$ cat src/rtl/core/hsec_pkg.sv
`timescale 1ns / 1ps
`default_nettype none
// ----------------------------------------------------------------------------
// hsec_pkg
// Shared widths and codes for the Hamming SEC encoder/corrector.
// ----------------------------------------------------------------------------
package hsec_pkg;

  localparam int MSG_W     = 57;  // max message bits
  localparam int CODE_W    = 63;  // max codeword bits
  localparam int PAR_W     = 6;   // max parity bits
  localparam int LEN_W     = 6;   // message / code length fields
  localparam int SYN_W     = 6;
  localparam int STAT_W    = 2;
  localparam int CFG_W     = 6;   // widest config register
  localparam int CFG_IDX_W = 1;

  // config register indexes
  localparam logic [CFG_IDX_W-1:0] CFG_MSG_LEN = 1'd0;
  localparam logic [CFG_IDX_W-1:0] CFG_ODD     = 1'd1;

  // opcodes
  localparam logic OP_ENCODE = 1'b0;
  localparam logic OP_DECODE = 1'b1;

  // status codes
  localparam logic [STAT_W-1:0] ST_OK        = 2'd0;
  localparam logic [STAT_W-1:0] ST_CORRECTED = 2'd1;
  localparam logic [STAT_W-1:0] ST_BEYOND    = 2'd2;

  localparam logic [LEN_W-1:0] MSG_LEN_RESET = 6'd4;

endpackage : hsec_pkg
`default_nettype wire

$ cat src/rtl/core/hsec_in_if.sv
`timescale 1ns / 1ps
`default_nettype none
// ----------------------------------------------------------------------------
// hsec_in_if
// Request channel: opcode, message word and received word.
// ----------------------------------------------------------------------------
interface hsec_in_if;
  logic                            valid;
  logic                            ready;
  logic                            op;
  logic [hsec_pkg::MSG_W-1:0]      message_word;
  logic [hsec_pkg::CODE_W-1:0]     received_word;

  modport source (output valid, op, message_word, received_word, input ready);
  modport sink   (input valid, op, message_word, received_word, output ready);
endinterface : hsec_in_if
`default_nettype wire

$ cat src/rtl/core/hsec_out_if.sv
`timescale 1ns / 1ps
`default_nettype none
// ----------------------------------------------------------------------------
// hsec_out_if
// Result channel: codeword, data bits, syndrome and status.
// ----------------------------------------------------------------------------
interface hsec_out_if;
  logic                            valid;
  logic                            ready;
  logic [hsec_pkg::CODE_W-1:0]     code_word;
  logic [hsec_pkg::MSG_W-1:0]      data_out;
  logic [hsec_pkg::SYN_W-1:0]      syndrome;
  logic [hsec_pkg::STAT_W-1:0]     status;

  modport source (output valid, code_word, data_out, syndrome, status, input ready);
  modport sink   (input valid, code_word, data_out, syndrome, status, output ready);
endinterface : hsec_out_if
`default_nettype wire

$ cat src/rtl/core/hamming_sec_encode_correct.sv
`timescale 1ns / 1ps
`default_nettype none
// ----------------------------------------------------------------------------
// hamming_sec_encode_correct
// Hamming single-error-correcting encoder / corrector, three-stage pipeline.
// ----------------------------------------------------------------------------
// Each accepted item passes the stage 1, 2 and 3 registers to reach out_ch.
// Throughput: one item per cycle while out_ch.ready is high; a stage holds
//   one item, advances when the next is empty or moving; a stall only freezes.
// Reset (rst, synchronous): clears all stage valid bits, message_length = 4,
//   odd_parity = 0 (code length 7). Payload registers are not reset.
// ----------------------------------------------------------------------------
module hamming_sec_encode_correct (
  input  wire logic                            clk,
  input  wire logic                            rst,
  input  wire logic                            cfg_we,
  input  wire logic [hsec_pkg::CFG_IDX_W-1:0]  cfg_index,
  input  wire logic [hsec_pkg::CFG_W-1:0]      cfg_data,
  hsec_in_if.sink                              in_ch,
  hsec_out_if.source                           out_ch
);

  // --------------------------------------------------------------------------
  // Helper functions (all fixed wiring / small loops over independent bits)
  // --------------------------------------------------------------------------

  // Saturate raw message length to the supported maximum.
  function automatic logic [hsec_pkg::LEN_W-1:0] sat_len(
    input logic [hsec_pkg::LEN_W-1:0] m
  );
    sat_len = (m > hsec_pkg::LEN_W'(hsec_pkg::MSG_W)) ?
              hsec_pkg::LEN_W'(hsec_pkg::MSG_W) : m;
  endfunction

  // Code length n = m + r, r smallest with m + r + 1 <= 2^r (r capped at 6).
  function automatic logic [hsec_pkg::LEN_W-1:0] calc_code_len(
    input logic [hsec_pkg::LEN_W-1:0] m_sat
  );
    logic [2:0] r;
    logic [7:0] n;
    r = 3'd1;
    for (int j = 1; j < hsec_pkg::PAR_W; j++) begin
      if (8'(m_sat) + 8'(r) + 8'd1 > (8'd1 << r)) begin
        r = r + 3'd1;
      end
    end
    n = 8'(m_sat) + 8'(r);
    if (n > 8'(hsec_pkg::CODE_W)) begin
      n = 8'(hsec_pkg::CODE_W);
    end
    calc_code_len = n[hsec_pkg::LEN_W-1:0];
  endfunction

  // True for codeword positions (1-based) that hold parity.
  function automatic logic is_pow2(input int q);
    is_pow2 = (q != 0) && ((q & (q - 1)) == 0);
  endfunction

  // Message bits, lowest first, onto the non-power-of-two positions.
  function automatic logic [hsec_pkg::CODE_W-1:0] scatter(
    input logic [hsec_pkg::MSG_W-1:0] msg
  );
    int k;
    scatter = '0;
    k = 0;
    for (int q = 1; q <= hsec_pkg::CODE_W; q++) begin
      if (!is_pow2(q)) begin
        scatter[q-1] = msg[k];
        k++;
      end
    end
  endfunction

  // Inverse of scatter.
  function automatic logic [hsec_pkg::MSG_W-1:0] gather(
    input logic [hsec_pkg::CODE_W-1:0] word
  );
    int k;
    gather = '0;
    k = 0;
    for (int q = 1; q <= hsec_pkg::CODE_W; q++) begin
      if (!is_pow2(q)) begin
        gather[k] = word[q-1];
        k++;
      end
    end
  endfunction

  // Positions covered by parity check j (position bit j set).
  function automatic logic [hsec_pkg::CODE_W-1:0] cover_mask(input int j);
    cover_mask = '0;
    for (int q = 1; q <= hsec_pkg::CODE_W; q++) begin
      cover_mask[q-1] = ((q >> j) & 1) == 1;
    end
  endfunction

  // Low mask of len bits over a codeword.
  function automatic logic [hsec_pkg::CODE_W-1:0] code_mask(
    input logic [hsec_pkg::LEN_W-1:0] len
  );
    for (int i = 0; i < hsec_pkg::CODE_W; i++) begin
      code_mask[i] = (7'(i) < 7'(len));
    end
  endfunction

  function automatic logic [hsec_pkg::MSG_W-1:0] msg_mask(
    input logic [hsec_pkg::LEN_W-1:0] len
  );
    for (int i = 0; i < hsec_pkg::MSG_W; i++) begin
      msg_mask[i] = (7'(i) < 7'(len));
    end
  endfunction

  // --------------------------------------------------------------------------
  // Configuration. Code length is worked out at write time so the datapath
  // only ever sees the ready-made value.
  // --------------------------------------------------------------------------
  logic [hsec_pkg::LEN_W-1:0] msg_len;     // saturated m
  logic [hsec_pkg::LEN_W-1:0] code_len;    // n
  logic                       odd_parity;

  always_ff @(posedge clk) begin
    if (rst) begin
      msg_len    <= hsec_pkg::MSG_LEN_RESET;
      code_len   <= calc_code_len(hsec_pkg::MSG_LEN_RESET);
      odd_parity <= 1'b0;
    end else if (cfg_we) begin
      unique case (cfg_index)
        hsec_pkg::CFG_MSG_LEN: begin
          msg_len  <= sat_len(cfg_data);
          code_len <= calc_code_len(sat_len(cfg_data));
        end
        hsec_pkg::CFG_ODD: begin
          odd_parity <= cfg_data[0];
        end
        default: ;
      endcase
    end
  end

  // --------------------------------------------------------------------------
  // Flow control: a stage moves when the one after it is empty or moving.
  // --------------------------------------------------------------------------
  logic s1_valid, s2_valid, s3_valid;
  logic adv1, adv2, adv3;

  assign adv3 = !s3_valid || out_ch.ready;
  assign adv2 = !s2_valid || adv3;
  assign adv1 = !s1_valid || adv2;

  assign in_ch.ready = adv1;

  always_ff @(posedge clk) begin
    if (rst) begin
      s1_valid <= 1'b0;
      s2_valid <= 1'b0;
      s3_valid <= 1'b0;
    end else begin
      if (adv1) s1_valid <= in_ch.valid;
      if (adv2) s2_valid <= s1_valid;
      if (adv3) s3_valid <= s2_valid;
    end
  end

  // --------------------------------------------------------------------------
  // Stage 1: build the working word.
  //   encode: message masked to m bits, spread over data positions
  //   decode: received word masked to n bits
  // --------------------------------------------------------------------------
  logic                          s1_op;
  logic [hsec_pkg::CODE_W-1:0]   s1_word;

  always_ff @(posedge clk) begin
    if (adv1) begin
      s1_op <= in_ch.op;
      if (in_ch.op == hsec_pkg::OP_DECODE) begin
        s1_word <= in_ch.received_word & code_mask(code_len);
      end else begin
        s1_word <= scatter(in_ch.message_word & msg_mask(msg_len));
      end
    end
  end

  // --------------------------------------------------------------------------
  // Stage 2: six parity trees. Parity positions of an encode word are still
  // zero, so the same XOR gives the parity bit on encode and the syndrome bit
  // on decode. Checks whose position lies beyond n are forced off.
  // --------------------------------------------------------------------------
  logic [hsec_pkg::PAR_W-1:0]    par;
  logic [hsec_pkg::CODE_W-1:0]   enc_word;
  logic                          s2_op;
  logic [hsec_pkg::CODE_W-1:0]   s2_word;
  logic [hsec_pkg::SYN_W-1:0]    s2_syn;

  always_comb begin
    for (int j = 0; j < hsec_pkg::PAR_W; j++) begin
      par[j] = ((7'd1 << j) <= 7'(code_len)) ?
               ((^(s1_word & cover_mask(j))) ^ odd_parity) : 1'b0;
    end
    enc_word = s1_word;
    for (int j = 0; j < hsec_pkg::PAR_W; j++) begin
      enc_word[(1 << j) - 1] = par[j];
    end
  end

  always_ff @(posedge clk) begin
    if (adv2) begin
      s2_op <= s1_op;
      if (s1_op == hsec_pkg::OP_DECODE) begin
        s2_word <= s1_word;
        s2_syn  <= par;
      end else begin
        s2_word <= enc_word;
        s2_syn  <= '0;
      end
    end
  end

  // --------------------------------------------------------------------------
  // Stage 3: correction and data extraction, then the output register.
  // A syndrome that addresses a position past n flips nothing (status beyond).
  // --------------------------------------------------------------------------
  logic [hsec_pkg::CODE_W-1:0]   fix_word;
  logic [hsec_pkg::STAT_W-1:0]   fix_status;
  logic [hsec_pkg::CODE_W-1:0]   s3_word;
  logic [hsec_pkg::MSG_W-1:0]    s3_data;
  logic [hsec_pkg::SYN_W-1:0]    s3_syn;
  logic [hsec_pkg::STAT_W-1:0]   s3_status;

  always_comb begin
    fix_word   = s2_word;
    fix_status = hsec_pkg::ST_OK;
    if (s2_op == hsec_pkg::OP_DECODE && s2_syn != '0) begin
      if (s2_syn <= code_len) begin
        fix_word   = s2_word ^ (hsec_pkg::CODE_W'(1) << (s2_syn - 6'd1));
        fix_status = hsec_pkg::ST_CORRECTED;
      end else begin
        fix_status = hsec_pkg::ST_BEYOND;
      end
    end
  end

  always_ff @(posedge clk) begin
    if (adv3) begin
      s3_word   <= fix_word;
      s3_data   <= gather(fix_word);
      s3_syn    <= s2_syn;
      s3_status <= fix_status;
    end
  end

  assign out_ch.valid     = s3_valid;
  assign out_ch.code_word = s3_word;
  assign out_ch.data_out  = s3_data;
  assign out_ch.syndrome  = s3_syn;
  assign out_ch.status    = s3_status;

endmodule : hamming_sec_encode_correct
`default_nettype wire

$ cat src/flat_wrapper.sv
// flat-port wrapper written by rule: the top's interface ports become plain ports
module hamming_sec_encode_correct_flat 
  (clk, rst, cfg_we, cfg_index, cfg_data, in_ch_valid, in_ch_op, in_ch_message_word, in_ch_received_word, in_ch_ready, out_ch_valid, out_ch_code_word, out_ch_data_out, out_ch_syndrome, out_ch_status, out_ch_ready);
  hsec_in_if in_ch_i ();
  hsec_out_if out_ch_i ();
  input  wire logic clk;
  input  wire logic rst;
  input  wire logic cfg_we;
  input  wire logic [hsec_pkg::CFG_IDX_W-1:0] cfg_index;
  input  wire logic [hsec_pkg::CFG_W-1:0] cfg_data;
  input wire logic [$bits(in_ch_i.valid)-1:0] in_ch_valid;
  input wire logic [$bits(in_ch_i.op)-1:0] in_ch_op;
  input wire logic [$bits(in_ch_i.message_word)-1:0] in_ch_message_word;
  input wire logic [$bits(in_ch_i.received_word)-1:0] in_ch_received_word;
  output wire logic [$bits(in_ch_i.ready)-1:0] in_ch_ready;
  output wire logic [$bits(out_ch_i.valid)-1:0] out_ch_valid;
  output wire logic [$bits(out_ch_i.code_word)-1:0] out_ch_code_word;
  output wire logic [$bits(out_ch_i.data_out)-1:0] out_ch_data_out;
  output wire logic [$bits(out_ch_i.syndrome)-1:0] out_ch_syndrome;
  output wire logic [$bits(out_ch_i.status)-1:0] out_ch_status;
  input wire logic [$bits(out_ch_i.ready)-1:0] out_ch_ready;
  assign in_ch_i.valid = in_ch_valid;
  assign in_ch_i.op = in_ch_op;
  assign in_ch_i.message_word = in_ch_message_word;
  assign in_ch_i.received_word = in_ch_received_word;
  assign in_ch_ready = in_ch_i.ready;
  assign out_ch_valid = out_ch_i.valid;
  assign out_ch_code_word = out_ch_i.code_word;
  assign out_ch_data_out = out_ch_i.data_out;
  assign out_ch_syndrome = out_ch_i.syndrome;
  assign out_ch_status = out_ch_i.status;
  assign out_ch_i.ready = out_ch_ready;
  hamming_sec_encode_correct u_core (.clk(clk), .rst(rst), .cfg_we(cfg_we), .cfg_index(cfg_index), .cfg_data(cfg_data), .in_ch(in_ch_i), .out_ch(out_ch_i));
endmodule
$ cat config.mk
export PLATFORM = sky130hd
export DESIGN_NAME = hamming_sec_encode_correct_flat
export DESIGN_NICKNAME = d
export VERILOG_FILES = /design/src/rtl/core/hsec_pkg.sv /design/src/rtl/core/hsec_in_if.sv /design/src/rtl/core/hsec_out_if.sv /design/src/rtl/core/hamming_sec_encode_correct.sv /design/src/flat_wrapper.sv
export SDC_FILE = /design/constraint.sdc
export NUM_CORES = 1
export LEC_CHECK = 0
export BUFFER_PORTS_ARGS = -buffer_cell sky130_fd_sc_hd__clkbuf_2
export CAP_MARGIN = 20
export CORE_ASPECT_RATIO = 1.75
export CORE_UTILIZATION = 40
export CTS_BUF_LIST = sky130_fd_sc_hd__clkbuf_8
export CTS_CLUSTER_DIAMETER = 150
export DETAILED_ROUTE_END_ITERATION = 16
export GPL_TIMING_DRIVEN = 0
export PLACE_DENSITY_LB_ADDON = 0.2
export SYNTH_ARGS = -nofsm -noshare
export SYNTH_HDL_FRONTEND = slang
export SYNTH_SLANG_ARGS = --single-unit
export TNS_END_PERCENT = 5
$ cat constraint.sdc
create_clock -name clk -period 17.1 [get_ports clk]
set_input_delay 0.855 -clock clk [delete_from_list [all_inputs] [get_ports clk]]
set_output_delay 0.855 -clock clk [all_outputs]
set_load 0.02 [all_outputs]
==> results.md <==
- Layout overhead on the synthesized area: 19.5%
- Die X: around 140 µm
- I/O Buffers: between 200 and 300
- Sw Ratio: 0.376
- Gate Count Post-Synth: around 1200
- Initial Utilization: 0.405
- Clock power frac: 0.243
- Worst VDD drop: a little under 0.07 mV
- # fillers: just over 3000
- Crit path time final: about 16000 ps
- Initial antenna violation count: 1
- Final WL: between 40000 and 50000 µm
- Routed Antenna Nets: 0
- Clk_lat worst skew: ~600 ps
- P_sw: around 0.00075 W
- Reg2reg start: u_core.code_len[1]$_SDFFE_PP1P_
- Maximum fanout along the worst path: 8
- P_leak: 7.29 nW
- Avg Cell Area, Syn: ~11 µm²
- Worst-margin pin slew: 989 ps
- Top_reg_cell synth: edfxtp_1
- Max Root-Sink Buffers: 3
- GRT overflow: 0
- CTS Hold Bufs: 0
- Layout cells sized above 1: 0.245
- Sequential fraction of the synthesis area: 0.486
- Tot GR Track Use: 0.267
- CTS tree: built
- Worst setup EP type: flop
- Via/cell ratio: between 5 and 6
- Setup TNS: 0 ps
- Post-CTS setup buffer count: 0
- Die Area: 0.0341 mm²
- Dpl hpwl: roughly 38000 µm
- HP Start: u_core.s2_valid$_SDFFE_PP0P_
- DR vias: ~10000
- Hold Path Sink: u_core.out_ch.valid$_SDFFE_PP0P_
- Finished Layout Cells: about 2000
- Worst hold stages: 2
- Die height: 243 µm
- Vias in the first global route: ~11000
- Critical setup path kind: primary input to flop
- Status: finished, violations left
- Number of enable flip-flop cells after synthesis: ~210
- FMAX: roughly 63 MHz
- Critical Path RT: about 18000 ps
- Share of power burned in registers: 0.350
- TritonCTS Buffers: 31
- Clock Sinks: 221
- Post_cts resized: 0
- Top Metal Used: met4
- First-pass GRT wire length: 65600 µm
- Yosys warns: 0
- Reg2reg end: u_core.out_ch.data_out[37]$_DFFE_PP_
- Power, Total: around 0.002 W
- Met2 wire len: between 20000 and 30000 µm
- Cells on worst reg2reg path: 12
- Violated checks: DRC
- Core Rows: around 90
- Internal power: ~0.0013 W
- Htree depth: 1
- Max Cap Violations: 0
- Netlist cell types: 63
- Root Driver: clkbuf_8
- Period utilisation layout: 0.929
- Core Footprint: around 0.033 mm²
- Met3 WL post-DR: about 1600 µm
- WL/cell: between 20 and 25 µm
- Fin. Hold Viols: 0
- Mapped cell area: around 0.013 mm²
- Gate power share: 0.407
- Largest net degree at the start of global routing: 66
- Most used cell, CP: ha_1
- Critical Path AT: between 15000 and 20000 ps
- Slew HR: 0.333
- DR pass1 iterations: 11
- Yosys reg bits: 221
- Hold Path Class: flop to flop
- CP Launch Type: primary input
- Leading cell type in the layout, fill and taps excluded: clkbuf_2
- Cell total after placement: 1913
- Storage cell area: ~0.0065 mm²
- Final setup viols: 0
- CP max stage delay: 730 ps
- Number of DRC markers in iteration 0: slightly above 500
- Most frequent cells in the layout: 259 x clkbuf_2, 205 x edfxtp_1, 129 x nand2_1
- I/O pin cnt: between 200 and 300
- GP Congestion: ~1
- Async set-reset flop share out of synthesis: 0
- Met1 wire length: between 10000 and 15000 µm
- Clock Skew: 19.2 ps
- RSZ-0062 raised after global routing: no
- Critical-path cell with the highest stage delay: xnor2_1
- Residual DRC count: 1
- Worst R2R Setup Slack: roughly 13000 ps
- Net count, final: between 1500 and 2000
- Worst-path clk slew: about 70 ps
- Pwr dens: 126 mW/mm²
- Area of the multi-input gates: between 0.006 and 0.007 mm²
- Final Max Tran Viols: 0
[routing by layer]
metal | global-route usage | vias up
met1 | 0.241 | 4825
met2 | 0.523 | 415
met3 | 0.0250 | 162
met5 | 0 | -
li1 | - | 5031
met4 | 0.229 | 0
[power by group through the flow]
| stage | clock [W] | sequential [W] | combinational, W |
|---|---|---|---|
| after floorplan | 0 | 0.000731 | 0.000543 |
| after global placement | 0 | 0.000715 | 0.000807 |
| after detailed placement | 0 | 0.000716 | 0.000818 |
| after CTS | 0.000496 | 0.000704 | 0.000823 |
| after global routing | 0.000512 | 0.000710 | 0.000900 |
| final | 0.000487 | 0.000704 | 0.000818 |
[how the worst max path moves through the flow]
stage | to | slack, ps | start | cells after the start
6_report | u_core.code_len[5]$_SDFFE_PP0P_ | 1210 | cfg_data[2] | 65
5_1_grt | u_core.code_len[5]$_SDFFE_PP0P_ | 50 | cfg_data[2] | 68
3_3_place_gp | u_core.code_len[5]$_SDFFE_PP0P_ | 630 | cfg_data[2] | 68
2_1_floorplan | u_core.code_len[5]$_SDFFE_PP0P_ | 3570 | cfg_data[2] | 63
3_5_place_dp | u_core.code_len[5]$_SDFFE_PP0P_ | 510 | cfg_data[2] | 68
4_1_cts | u_core.code_len[5]$_SDFFE_PP0P_ | 1100 | cfg_data[2] | 68
[state kept, by name, indices dropped and copies added (netlist names), 2 cells and up]
name / flops
u_core.s1_word: 63
u_core.out_ch.code_word: 6
u_core.s2_syn: 6
u_core.code_len: 6
u_core.out_ch.status: 2
u_core.s2_word: 63
u_core.msg_len: 6
u_core.out_ch.data_out: 57
u_core.out_ch.syndrome: 6
[layout make-up]
cell class,instances,area share
Multi-Input combinational cell,869,0.380
Timing Repair Buffer,262,0.0842
Clock inverter,26,0.0189
Clock buffer,31,0.0268
Buffer,121,0.0427
Tap cell,405,0.0318
Sequential cell,221,0.407
Antenna cell,1,0.000157
Inverter,35,0.00841
[kinds of logic (layout without fill, tap and decap cells)]
family | after synthesis | count (layout) | synth area share
AND/OR/NAND/NOR | 381 | 381 | 0.140
flip-flops | 221 | 221 | 0.486
AO/OA/AOI/OAI | 211 | 211 | 0.103
XOR/XNOR | 202 | 202 | 0.138
buffers and inverters | 156 | 475 | 0.0610
adder cells (fa/ha/maj) | 69 | 69 | 0.0682
multiplexers | 4 | 4 | 0.00347
other | 1 | 3 | 0.000281
[per-stage QoR]
step,setup WS (ps),instance area (µm²),hold slack [ps],util
after floorplan,3570,13300,432,-
after CTS,1100,15900,451,0.483
after global routing,48.4,15900,469,0.484
after detailed placement,515,15200,453,0.461
after global placement,634,15100,453,0.460
final,1210,15900,469,0.484
[Yosys cell counts, types with 40 or more instances]
cell / number / area (µm²)
xor2_1: 92 / 806
o21ai_0: 56 / 280
ha_1: 63 / 788
nor4_1: 40 / 250
clkbuf_1: 58 / 218
nor2_1: 52 / 195
nand2_1: 130 / 488
edfxtp_1: 205 / 6160
a21oi_1: 43 / 215
nand3_1: 48 / 240
xnor2_1: 105 / 920
buf_4: 58 / 435
[worst max-delay path: cells and delay by family]
family	cells	cell delay [ps]
AO/OA/AOI/OAI	20	4830
XOR/XNOR	6	1550
AND/OR/NAND/NOR	15	2360
buffers and inverters	6	990
adder cells (fa/ha/maj)	18	5730
(Power assumes the default switching activity.)
